File: config.mk
export PLATFORM = sky130hd
export DESIGN_NAME = opaque_bounding_box_crop_top_flat
export DESIGN_NICKNAME = d
export VERILOG_FILES = /design/src/rtl/obbc_pkg.sv /design/src/rtl/obbc_if.sv /design/src/rtl/opaque_bounding_box_crop_top.sv /design/src/flat_wrapper.sv
export SDC_FILE = /design/constraint.sdc
export NUM_CORES = 1
export LEC_CHECK = 0
export BUFFER_PORTS_ARGS = -buffer_cell sky130_fd_sc_hd__buf_4
export CAP_MARGIN = 0
export CORE_MARGIN = 2
export CORE_UTILIZATION = 55
export CTS_BUF_LIST = sky130_fd_sc_hd__clkbuf_8
export DETAILED_ROUTE_END_ITERATION = 8
export PLACE_DENSITY = 0.74
export SLEW_MARGIN = 20
export SYNTH_ARGS = -nofsm -noshare
export SYNTH_HDL_FRONTEND = slang
export SYNTH_SLANG_ARGS = --single-unit
File: constraint.sdc
create_clock -name clk -period 4.53 [get_ports clk]
set_clock_uncertainty 0.05 [all_clocks]
set_input_delay 0.906 -clock clk [delete_from_list [all_inputs] [get_ports clk]]
set_output_delay 0.906 -clock clk [all_outputs]
set_load 0.05 [all_outputs]
File: src/rtl/obbc_pkg.sv
// Shared widths, constants and register indexes for the opaque bounding-box crop block.
`timescale 1ns / 1ps

package obbc_pkg;

	localparam int COORD_W  = 12;   // pixel column / row
	localparam int DIM_W    = 13;   // sizes and signed crop origin
	localparam int PIXEL_W  = 32;
	localparam int REG_IDX_W = 3;
	localparam int REG_DATA_W = 13;

	localparam int MAX_DIM  = 4096;
	localparam int MIN_SIZE = 8;

	// min trackers start at the top of the coordinate range
	localparam logic [COORD_W-1:0] TRACK_MIN_RESET = COORD_W'(MAX_DIM - 1);

	typedef enum logic [REG_IDX_W-1:0] {
		REG_WINDOW_X       = 3'd0,
		REG_WINDOW_Y       = 3'd1,
		REG_WINDOW_WIDTH   = 3'd2,
		REG_WINDOW_HEIGHT  = 3'd3,
		REG_PICTURE_WIDTH  = 3'd4,
		REG_PICTURE_HEIGHT = 3'd5
	} reg_idx_t;

endpackage

File: src/rtl/obbc_if.sv
// Channel interfaces: configuration writes, pixel requests and crop results.
`timescale 1ns / 1ps

interface obbc_cfg_if import obbc_pkg::*; ();
	logic                  valid;
	logic                  ready;
	logic [REG_IDX_W-1:0]  index;
	logic [REG_DATA_W-1:0] data;

	modport source (output valid, output index, output data, input ready);
	modport sink   (input valid, input index, input data, output ready);
endinterface

interface obbc_pixel_if import obbc_pkg::*; ();
	logic               valid;
	logic               ready;
	logic [COORD_W-1:0] pixel_col;
	logic [COORD_W-1:0] pixel_row;
	logic [PIXEL_W-1:0] pixel_value;
	logic               frame_end;

	modport source (output valid, output pixel_col, output pixel_row, output pixel_value,
		output frame_end, input ready);
	modport sink   (input valid, input pixel_col, input pixel_row, input pixel_value,
		input frame_end, output ready);
endinterface

interface obbc_crop_if import obbc_pkg::*; ();
	logic                    valid;
	logic                    ready;
	logic signed [DIM_W-1:0] crop_x;
	logic signed [DIM_W-1:0] crop_y;
	logic [DIM_W-1:0]        crop_width;
	logic [DIM_W-1:0]        crop_height;
	logic                    any_opaque;

	modport source (output valid, output crop_x, output crop_y, output crop_width,
		output crop_height, output any_opaque, input ready);
	modport sink   (input valid, input crop_x, input crop_y, input crop_width,
		input crop_height, input any_opaque, output ready);
endinterface

File: src/rtl/opaque_bounding_box_crop_top.sv
// Top level of the opaque bounding-box crop block.
`timescale 1ns / 1ps
//
// Usage:
//  - cfg:   register writes (index 0..5: window x/y/width/height, picture
//           width/height). Always ready; unknown indexes are dropped.
//           Write only while the block is idle.
//  - pixel: one pixel request per cycle while pixel.ready is high (col,
//           row, RGBA value, frame_end). Nonzero pixels inside the window
//           and the picture update four min/max trackers.
//  - crop:  one result per frame-end request: tight box of opaque pixels (else
//           window origin), widened to at least 8, pulled back inside the picture.
// Path: the frame-end request passes input stage s1, snapshot stage s2 and
//  the output register, which drives crop.valid.
// Throughput: one pixel per cycle while not stalled (see Stall); the tracker
//  update is a single compare and select per tracker in s1.
// Stall: while a result waits on crop, non-final pixels keep flowing; s2
//  holds a second frame snapshot, and only a further frame end then backs up
//  to pixel.ready.
// Reset: registers take their defaults, trackers clear, no result pending.

module opaque_bounding_box_crop_top
	import obbc_pkg::*;
(
	input  logic            clk,
	input  logic            arst_n,
	obbc_cfg_if.sink        cfg,
	obbc_pixel_if.sink      pixel,
	obbc_crop_if.source     crop
);

	localparam logic [DIM_W-1:0] MIN_SIZE_D = DIM_W'(MIN_SIZE);

	// configuration registers
	logic [COORD_W-1:0] window_x_q, window_y_q;
	logic [DIM_W-1:0]   window_width_q, window_height_q;
	logic [DIM_W-1:0]   picture_width_q, picture_height_q;

	assign cfg.ready = 1'b1;

	always_ff @(posedge clk or negedge arst_n) begin
		if (!arst_n) begin
			window_x_q       <= '0;
			window_y_q       <= '0;
			window_width_q   <= DIM_W'(4096);
			window_height_q  <= DIM_W'(4096);
			picture_width_q  <= DIM_W'(1920);
			picture_height_q <= DIM_W'(1080);
		end else if (cfg.valid) begin
			unique case (cfg.index)
				REG_WINDOW_X:       window_x_q       <= cfg.data[COORD_W-1:0];
				REG_WINDOW_Y:       window_y_q       <= cfg.data[COORD_W-1:0];
				REG_WINDOW_WIDTH:   window_width_q   <= cfg.data;
				REG_WINDOW_HEIGHT:  window_height_q  <= cfg.data;
				REG_PICTURE_WIDTH:  picture_width_q  <= cfg.data;
				REG_PICTURE_HEIGHT: picture_height_q <= cfg.data;
				default: ;
			endcase
		end
	end

	// handshake chain
	logic v_s1, last_s1, v_s2, out_v_q;
	logic out_free, s2_ready, s1_go, s1_ready, s1_retire;

	assign out_free  = !out_v_q || crop.ready;
	assign s2_ready  = !v_s2 || out_free;
	assign s1_go     = !last_s1 || s2_ready;
	assign s1_ready  = !v_s1 || s1_go;
	assign s1_retire = v_s1 && s1_go;
	assign pixel.ready = s1_ready;

	// window / picture test on the incoming pixel, sums kept one bit wider
	logic in_hit;
	always_comb begin
		logic [DIM_W:0] col_end, row_end;
		col_end = {1'b0, DIM_W'(window_x_q)} + {1'b0, window_width_q};
		row_end = {1'b0, DIM_W'(window_y_q)} + {1'b0, window_height_q};
		in_hit = (pixel.pixel_value != '0)
			&& (pixel.pixel_col >= window_x_q)
			&& ((DIM_W+1)'(pixel.pixel_col) < col_end)
			&& (DIM_W'(pixel.pixel_col) < picture_width_q)
			&& (pixel.pixel_row >= window_y_q)
			&& ((DIM_W+1)'(pixel.pixel_row) < row_end)
			&& (DIM_W'(pixel.pixel_row) < picture_height_q);
	end

	// stage 1: registered pixel
	logic [COORD_W-1:0] col_s1, row_s1;
	logic               hit_s1;

	always_ff @(posedge clk or negedge arst_n) begin
		if (!arst_n) begin
			v_s1 <= 1'b0;
		end else if (s1_ready) begin
			v_s1 <= pixel.valid;
		end
	end

	always_ff @(posedge clk) begin
		if (s1_ready) begin
			col_s1  <= pixel.pixel_col;
			row_s1  <= pixel.pixel_row;
			hit_s1  <= in_hit;
			last_s1 <= pixel.frame_end;
		end
	end

	// trackers
	logic [COORD_W-1:0] min_col_q, max_col_q, min_row_q, max_row_q;
	logic               seen_q;
	logic [COORD_W-1:0] min_col_n, max_col_n, min_row_n, max_row_n;
	logic               seen_n;

	always_comb begin
		min_col_n = (hit_s1 && col_s1 < min_col_q) ? col_s1 : min_col_q;
		max_col_n = (hit_s1 && col_s1 > max_col_q) ? col_s1 : max_col_q;
		min_row_n = (hit_s1 && row_s1 < min_row_q) ? row_s1 : min_row_q;
		max_row_n = (hit_s1 && row_s1 > max_row_q) ? row_s1 : max_row_q;
		seen_n    = seen_q || hit_s1;
	end

	always_ff @(posedge clk or negedge arst_n) begin
		if (!arst_n) begin
			min_col_q <= TRACK_MIN_RESET;
			max_col_q <= '0;
			min_row_q <= TRACK_MIN_RESET;
			max_row_q <= '0;
			seen_q    <= 1'b0;
		end else if (s1_retire) begin
			if (last_s1) begin
				min_col_q <= TRACK_MIN_RESET;
				max_col_q <= '0;
				min_row_q <= TRACK_MIN_RESET;
				max_row_q <= '0;
				seen_q    <= 1'b0;
			end else begin
				min_col_q <= min_col_n;
				max_col_q <= max_col_n;
				min_row_q <= min_row_n;
				max_row_q <= max_row_n;
				seen_q    <= seen_n;
			end
		end
	end

	// stage 2: frame snapshot
	logic [COORD_W-1:0] min_col_s2, max_col_s2, min_row_s2, max_row_s2;
	logic               seen_s2;

	always_ff @(posedge clk or negedge arst_n) begin
		if (!arst_n) begin
			v_s2 <= 1'b0;
		end else if (s2_ready) begin
			v_s2 <= s1_retire && last_s1;
		end
	end

	always_ff @(posedge clk) begin
		if (s2_ready) begin
			min_col_s2 <= min_col_n;
			max_col_s2 <= max_col_n;
			min_row_s2 <= min_row_n;
			max_row_s2 <= max_row_n;
			seen_s2    <= seen_n;
		end
	end

	// crop: tight box or window origin, then widen small sides
	logic [DIM_W-1:0] x_c, y_c, w_c, h_c;

	always_comb begin
		logic [DIM_W-1:0] x_raw, y_raw, w_raw, h_raw;
		logic             x_over, y_over;
		if (seen_s2) begin
			x_raw = DIM_W'(min_col_s2);
			y_raw = DIM_W'(min_row_s2);
			w_raw = DIM_W'(max_col_s2) - DIM_W'(min_col_s2) + DIM_W'(1);
			h_raw = DIM_W'(max_row_s2) - DIM_W'(min_row_s2) + DIM_W'(1);
		end else begin
			x_raw = DIM_W'(window_x_q);
			y_raw = DIM_W'(window_y_q);
			w_raw = '0;
			h_raw = '0;
		end
		x_over = ({1'b0, x_raw} + {1'b0, MIN_SIZE_D}) > {1'b0, picture_width_q};
		y_over = ({1'b0, y_raw} + {1'b0, MIN_SIZE_D}) > {1'b0, picture_height_q};
		x_c = x_raw;
		w_c = w_raw;
		if (w_raw < MIN_SIZE_D) begin
			w_c = MIN_SIZE_D;
			if (x_over) x_c = picture_width_q - MIN_SIZE_D;   // may go negative
		end
		y_c = y_raw;
		h_c = h_raw;
		if (h_raw < MIN_SIZE_D) begin
			h_c = MIN_SIZE_D;
			if (y_over) y_c = picture_height_q - MIN_SIZE_D;
		end
	end

	// output register
	logic [DIM_W-1:0] crop_x_q, crop_y_q, crop_w_q, crop_h_q;
	logic             any_q;

	always_ff @(posedge clk or negedge arst_n) begin
		if (!arst_n) begin
			out_v_q <= 1'b0;
		end else if (out_free) begin
			out_v_q <= v_s2;
		end
	end

	always_ff @(posedge clk) begin
		if (out_free) begin
			crop_x_q <= x_c;
			crop_y_q <= y_c;
			crop_w_q <= w_c;
			crop_h_q <= h_c;
			any_q    <= seen_s2;
		end
	end

	assign crop.valid       = out_v_q;
	assign crop.crop_x      = $signed(crop_x_q);
	assign crop.crop_y      = $signed(crop_y_q);
	assign crop.crop_width  = crop_w_q;
	assign crop.crop_height = crop_h_q;
	assign crop.any_opaque  = any_q;

endmodule
File: src/flat_wrapper.sv
// flat-port wrapper written by rule: the top's interface ports become plain ports
module opaque_bounding_box_crop_top_flat import obbc_pkg::*;
  (clk, arst_n, cfg_valid, cfg_index, cfg_data, cfg_ready, pixel_valid, pixel_pixel_col, pixel_pixel_row, pixel_pixel_value, pixel_frame_end, pixel_ready, crop_valid, crop_crop_x, crop_crop_y, crop_crop_width, crop_crop_height, crop_any_opaque, crop_ready);
  obbc_cfg_if cfg_i ();
  obbc_pixel_if pixel_i ();
  obbc_crop_if crop_i ();
  input  logic clk;
  input  logic arst_n;
  input wire logic [$bits(cfg_i.valid)-1:0] cfg_valid;
  input wire logic [$bits(cfg_i.index)-1:0] cfg_index;
  input wire logic [$bits(cfg_i.data)-1:0] cfg_data;
  output wire logic [$bits(cfg_i.ready)-1:0] cfg_ready;
  input wire logic [$bits(pixel_i.valid)-1:0] pixel_valid;
  input wire logic [$bits(pixel_i.pixel_col)-1:0] pixel_pixel_col;
  input wire logic [$bits(pixel_i.pixel_row)-1:0] pixel_pixel_row;
  input wire logic [$bits(pixel_i.pixel_value)-1:0] pixel_pixel_value;
  input wire logic [$bits(pixel_i.frame_end)-1:0] pixel_frame_end;
  output wire logic [$bits(pixel_i.ready)-1:0] pixel_ready;
  output wire logic [$bits(crop_i.valid)-1:0] crop_valid;
  output wire logic [$bits(crop_i.crop_x)-1:0] crop_crop_x;
  output wire logic [$bits(crop_i.crop_y)-1:0] crop_crop_y;
  output wire logic [$bits(crop_i.crop_width)-1:0] crop_crop_width;
  output wire logic [$bits(crop_i.crop_height)-1:0] crop_crop_height;
  output wire logic [$bits(crop_i.any_opaque)-1:0] crop_any_opaque;
  input wire logic [$bits(crop_i.ready)-1:0] crop_ready;
  assign cfg_i.valid = cfg_valid;
  assign cfg_i.index = cfg_index;
  assign cfg_i.data = cfg_data;
  assign cfg_ready = cfg_i.ready;
  assign pixel_i.valid = pixel_valid;
  assign pixel_i.pixel_col = pixel_pixel_col;
  assign pixel_i.pixel_row = pixel_pixel_row;
  assign pixel_i.pixel_value = pixel_pixel_value;
  assign pixel_i.frame_end = pixel_frame_end;
  assign pixel_ready = pixel_i.ready;
  assign crop_valid = crop_i.valid;
  assign crop_crop_x = crop_i.crop_x;
  assign crop_crop_y = crop_i.crop_y;
  assign crop_crop_width = crop_i.crop_width;
  assign crop_crop_height = crop_i.crop_height;
  assign crop_any_opaque = crop_i.any_opaque;
  assign crop_i.ready = crop_ready;
  opaque_bounding_box_crop_top u_core (.clk(clk), .arst_n(arst_n), .cfg(cfg_i), .pixel(pixel_i), .crop(crop_i));
endmodule
# Yosys cells after proc, flatten, opt, wreduce, memory -nomap -nowiden
# Index checks and enable logic that the tools add are counted.
# totals
ff_bits,256
in_bits,78
output_inout_bits,56
word_cells,103
# op_classes
addsub,10
order_cmp,14
eq_ne,5
muxes,17
n_reduce_logical,29
# op_table
operator,n
$mux 12,10
$mux 13,6
$reduce_bool 32->1,1
$add 12x13->14,2
$gt 14x13->1,2
$lt 12x14->1,2
$add 12x4->13 const B,2
$add 13x1->13 const B,2
$lt 12x13->1,2
$lt 13x4->1 const B,2
$sub 12x12->13,2
$sub 13x4->13 const B,2
$ge 12x12->1,2
$gt 12x12->1,2
$lt 12x12->1,2
$logic_and 1x1->1,12
$reduce_and 2->1,6
$eq 3x2->1 const B,2
$eq 3x3->1 const B,2
$logic_or 1x1->1,5
$logic_not 1->1,4
$eq 3x1->1 const B,1
$logic_not 3->1,1
$mux 1,1

# Longest topological paths before layout
# logic_depth
word_depth,7
depth_mapped,18

# Worst setup path before layout
# OpenSTA, ideal clock, no wires.
# synth_path
path_type,input to register
from,input port crop_ready
to,register u_core.min_col_q[10]
arrival_time_ns,4.375
path_slack_ns,0.007
stages,6
n_path_buf,1
path_cell_list,nand2b_1 -> nor2_1 -> inv_1 -> o21ai_1 -> clkbuf_1 -> a221oi_1
# synth_between
elab_chain_cells,4
# synth_rtl
element,line_no,text
from (decl),flat_wrapper.sv:25,input wire logic [$bits(crop_i.ready)-1:0] crop_ready;
$logic_or 1x1->1,opaque_bounding_box_crop_top.sv:66,assign out_free = !out_v_q || crop.ready;
$logic_or 1x1->1,opaque_bounding_box_crop_top.sv:67,assign s2_ready = !v_s2 || out_free;
via u_core.s2_ready,opaque_bounding_box_crop_top.sv:64,"logic out_free, s2_ready, s1_go, s1_ready, s1_retire;"
$logic_or 1x1->1,opaque_bounding_box_crop_top.sv:68,assign s1_go = !last_s1 || s2_ready;
$logic_and 1x1->1,opaque_bounding_box_crop_top.sv:70,assign s1_retire = v_s1 && s1_go;
to (signal assigned),opaque_bounding_box_crop_top.sv:138,min_col_q <= min_col_n;
to (decl),opaque_bounding_box_crop_top.sv:110,"logic [COORD_W-1:0] min_col_q, max_col_q, min_row_q, max_row_q;"
# The timed path passes the listed nets, and every way through them passes these cells.
# A chain may end at the register's enable or synchronous reset.

# Worst setup path in the final report
# layout_path
from,register u_core.seen_s2
to,register u_core.crop_y_q[0] (netlist: u_core.crop.crop_y[0]) (data pin)
# layout_between
elab_chain_cells,5
# layout_rtl
element,line_no,text
from (decl),opaque_bounding_box_crop_top.sv:149,logic seen_s2;
from (signal assigned),opaque_bounding_box_crop_top.sv:165,seen_s2 <= seen_n;
$mux 12,opaque_bounding_box_crop_top.sv:175,if (seen_s2) begin
$add 12x4->13,opaque_bounding_box_crop_top.sv:187,"y_over = ({1'b0, y_raw} + {1'b0, MIN_SIZE_D}) > {1'b0, picture_height_q};"
$gt 14x13->1,opaque_bounding_box_crop_top.sv:187,
$mux 13,opaque_bounding_box_crop_top.sv:198,if (y_over) y_c = picture_height_q - MIN_SIZE_D;
$mux 13 (*),opaque_bounding_box_crop_top.sv:196,if (h_raw < MIN_SIZE_D) begin
via u_core.y_c[0],opaque_bounding_box_crop_top.sv:170,"logic [DIM_W-1:0] x_c, y_c, w_c, h_c;"
to (signal assigned),opaque_bounding_box_crop_top.sv:217,crop_y_q <= y_c;
to (decl),opaque_bounding_box_crop_top.sv:203,"logic [DIM_W-1:0] crop_x_q, crop_y_q, crop_w_q, crop_h_q;"
# The timed path passes the listed nets; every way through them passes the cells marked *.

==> impl_metrics.csv <==
group,metric,value,unit
synth,synth_cells,1588,
floorplanning,start_util,0.555,
sta,final_max_slew_viol_count,0,
final_layout,fillers,2400,
synth,syn_avg_cell_area,10.3,um2
sta,fin_crit,4250,ps
route,vias_per_cell,5.85,
synth,synth_async_sr_flop_share,0.500,
critical_path,path_buf_inv,2,
floorplanning,core,29400,um2
route,drt_iter0_drc,1023,
synth,yosysUniqueCellTypes,65,
final_layout,layout.nets,2038,
power_and_ir_drop,leakagePower,0.00879,uW
critical_path,cp_cell_sequence,"buf_12 -> mux2i_1 -> nor3_1 -> nand3_1 -> or2_2 -> xor2_1 -> ha_1 -> nand3_1 -> nor3_1 -> o31ai_1 -> a22o_1 -> nor4bb_4 -> buf_4 -> mux2i_1",
critical_path,required,4880,ps
cts,cts_setup_buffers,0,
synth,synthFlopType,"edfxtp_1",
synth,yosys.area.top_type,"edfxtp_1",
synth,ys_warn_count,0,
sta,clock.fmax,0.235,GHz
cts,cts_sinks,256,
synth,synth_top_area_frac,0.235,
critical_path,reg2reg_from,"u_core.seen_s2",
global_routing,grtUsageTotal,0.260,
route,ant_nets,0,
cts,cts_root_buf,"clkbuf_8",
route,vias,12673,
route,wl_per_cell,18.4,um
global_routing,grt.overflow.total,0,
critical_path,cp.arrival,4600,ps
critical_path,critPathLaunchType,"flip-flop",
sta,rsz0062_at_grt,"no",
run,max-cap-violations,0,
global_routing,grt_max_degree,58,
critical_path,cpMaxStageDelayCell,"nor4bb_4",
power_and_ir_drop,ir_drop,0.278,mV
route,wirelength,39.9,mm
min_path,min_path_type,"in2async",
sta,worst_slew_pin_slew,1000,ps
cts,cts-buffers-inserted,44,
final_layout,num_antenna_cells,0,
synth,synth-seq-area-share,0.434,
synth,yosys-top-cells-area,"edfxtp_1 24%, ha_1 16%, dfrtp_1 14%",
synth,syn-num-nets,1884,
cts,clockBufferDepth,3,
sta,tns,0,ps
critical_path,slowest_delay,520,ps
place,dp_slack,353,ps
final_layout,area_growth,14.1,%
status,status,"complete, no violations",
cts,cts_hold_buf,0,
critical_path,startpoint,"u_core.seen_s2",
cts,cts.repair.resized,0,
place,io_buffers,132,
final_layout,drive_gt1_frac,0.171,
sta,finalHoldViolCount,0,
global_routing,grt_pass1_wl,63.5,mm
floorplanning,die-width,176,um
place,dp_hpwl,30.5,mm
floorplanning,die_y,176,um
critical_path,worstPathMaxFanout,35,
cts,cts_tree,"done",
cts,clk_latency,560,ps
synth,synth_area,16300,um2
route,firstDrtPassIters,5,
floorplanning,dieArea,31100,um2
power_and_ir_drop,power_density,625,nW/um2
place,globalplace.congestion,0.870,
global_routing,first_global_vias,12605,
critical_path,crit_path_end_kind,"flip-flop",
synth,synth_edf_count,128,
global_routing,antenna_found_initial,0,
synth,ys_seq_elements,256,
sta,timing.final.ws_setup,282,ps
critical_path,critPathKind,"reg2reg",
cts,htreeDepth,2,
sta,slew_headroom,0.331,
sta,fin_crit_sh,0.938,
floorplanning,io_pins,134,
final_layout,utilization,0.634,
cts,clk_pin_slew_worst_paths,60,ps
sta,finalSetupViolCount,0,
sta,hold_slack,370,ps
critical_path,path_delay_family,"simple AND/OR/NAND/NOR gates",
route,drc,0,
floorplanning,std_cell_rows,63,
[cell usage in the layout (no fill, tap or decap), types with 38 or more instances in the layout]
master / synthesis / layout
inv_1: 152 / 171
buf_4: 2 / 152
o21ai_0: 105 / 105
ha_1: 214 / 214
a21oi_1: 88 / 88
a21o_1: 53 / 53
mux2_2: 45 / 45
nand2_1: 116 / 116
edfxtp_1: 128 / 128
dfrtp_1: 94 / 94
mux2i_1: 38 / 38
clkbuf_8: 0 / 48
nor2_1: 99 / 99
[layer usage]
layer | global-route usage | vias up | routed length [um]
met5 | 0 | - | 0
met4 | 0.0978 | 0 | 1380
met3 | 0.0422 | 89 | 2710
met2 | 0.431 | 462 | 18600
met1 | 0.346 | 6039 | 17200
li1 | - | 6083 | -
[worst reg2reg max path, cell delays in order (launching register included)]
cell	delay (ps)
edfxtp_1	440
buf_12	220
mux2i_1	230
nor3_1	320
nand3_1	170
or2_2	350
xor2_1	180
ha_1	300
nand3_1	80
nor3_1	270
o31ai_1	130
a22o_1	310
nor4bb_4	520
buf_4	320
mux2i_1	230
[registers in the layout (all words and copies together) (netlist names), 13 cells and up]
name,count
u_core.crop.crop_height,13
u_core.crop.crop_width,13
u_core.crop.crop_x,13
u_core.crop.crop_y,13
u_core.picture_height_q,13
u_core.picture_width_q,13
u_core.window_height_q,13
u_core.window_width_q,13
[layout make-up]
| class | instances | area [um2] | share of cell area |
|---|---|---|---|
| inverter | 152 | 571 | 0.0306 |
| clock buffer | 48 | 661 | 0.0355 |
| clock inverter | 31 | 120 | 0.00645 |
| tap | 390 | 488 | 0.0262 |
| multi-input combinational | 1135 | 8540 | 0.459 |
| timing repair buffer | 153 | 1160 | 0.0623 |
| sequential | 256 | 7090 | 0.380 |
[Yosys cell counts (6+ instances only)]
master,instances
nor3_1,30
dfrtp_1,94
xor2_1,31
edfxtp_1,128
inv_1,152
o21a_1,15
xnor2_1,30
mux2_2,45
o21bai_1,6
o21ai_0,105
clkbuf_1,39
dfstp_2,34
a32oi_1,6
mux2i_1,38
o211ai_1,7
nand2b_1,26
nand2_1,116
nand3_1,20
o22ai_1,37
ha_1,214
and2_1,11
a21oi_1,88
nor4_1,14
nor2b_1,11
o2111ai_1,6
or2_2,7
a21o_1,53
nand4_1,15
a221oi_1,12
a31oi_1,11
a22oi_1,13
nor2_1,99
a211oi_1,15
[power by group]
part           switching (uW)  internal, uW  total [uW]
combinational            3500          2320        5810
clock                     928           967        1890
sequential                473          3460        3930
total                    4900          6740       11600
[worst paths after layout]
path                                          endpoint  slack (ps)  cells after the start
max                              u_core.crop.crop_y[0]         280                     14
min                           u_core.window_width_q[5]         370                      1
max reg2reg                      u_core.crop.crop_y[0]         280                     14
min reg2reg                          u_core.crop.valid         400                      2
max in group asynchronous  u_core.picture_height_q[11]        2940                      2
min in group clk                     u_core.crop.valid         400                      2
[metrics by stage]
stage,instance area [um2],cells,total power (uW)
floorplan,16300,1588,8120
global placement,17900,2086,9520
detailed placement,17900,2086,9720
CTS,18600,2165,11700
global route,18600,2165,12500
finish,18600,2165,11600
[cell families (layout without fill, tap and decap cells)]
logic type,Yosys count,in the layout,synth area share
AO/OA/AOI/OAI,402,402,0.155
buffers and inverters,197,384,0.0469
adder cells (fa/ha/maj),218,218,0.169
flip-flops,256,256,0.434
AND/OR/NAND/NOR,367,367,0.105
multiplexers,85,85,0.0557
XOR/XNOR,62,62,0.0337
other,1,1,0.000230
(Power assumes the default switching activity.)
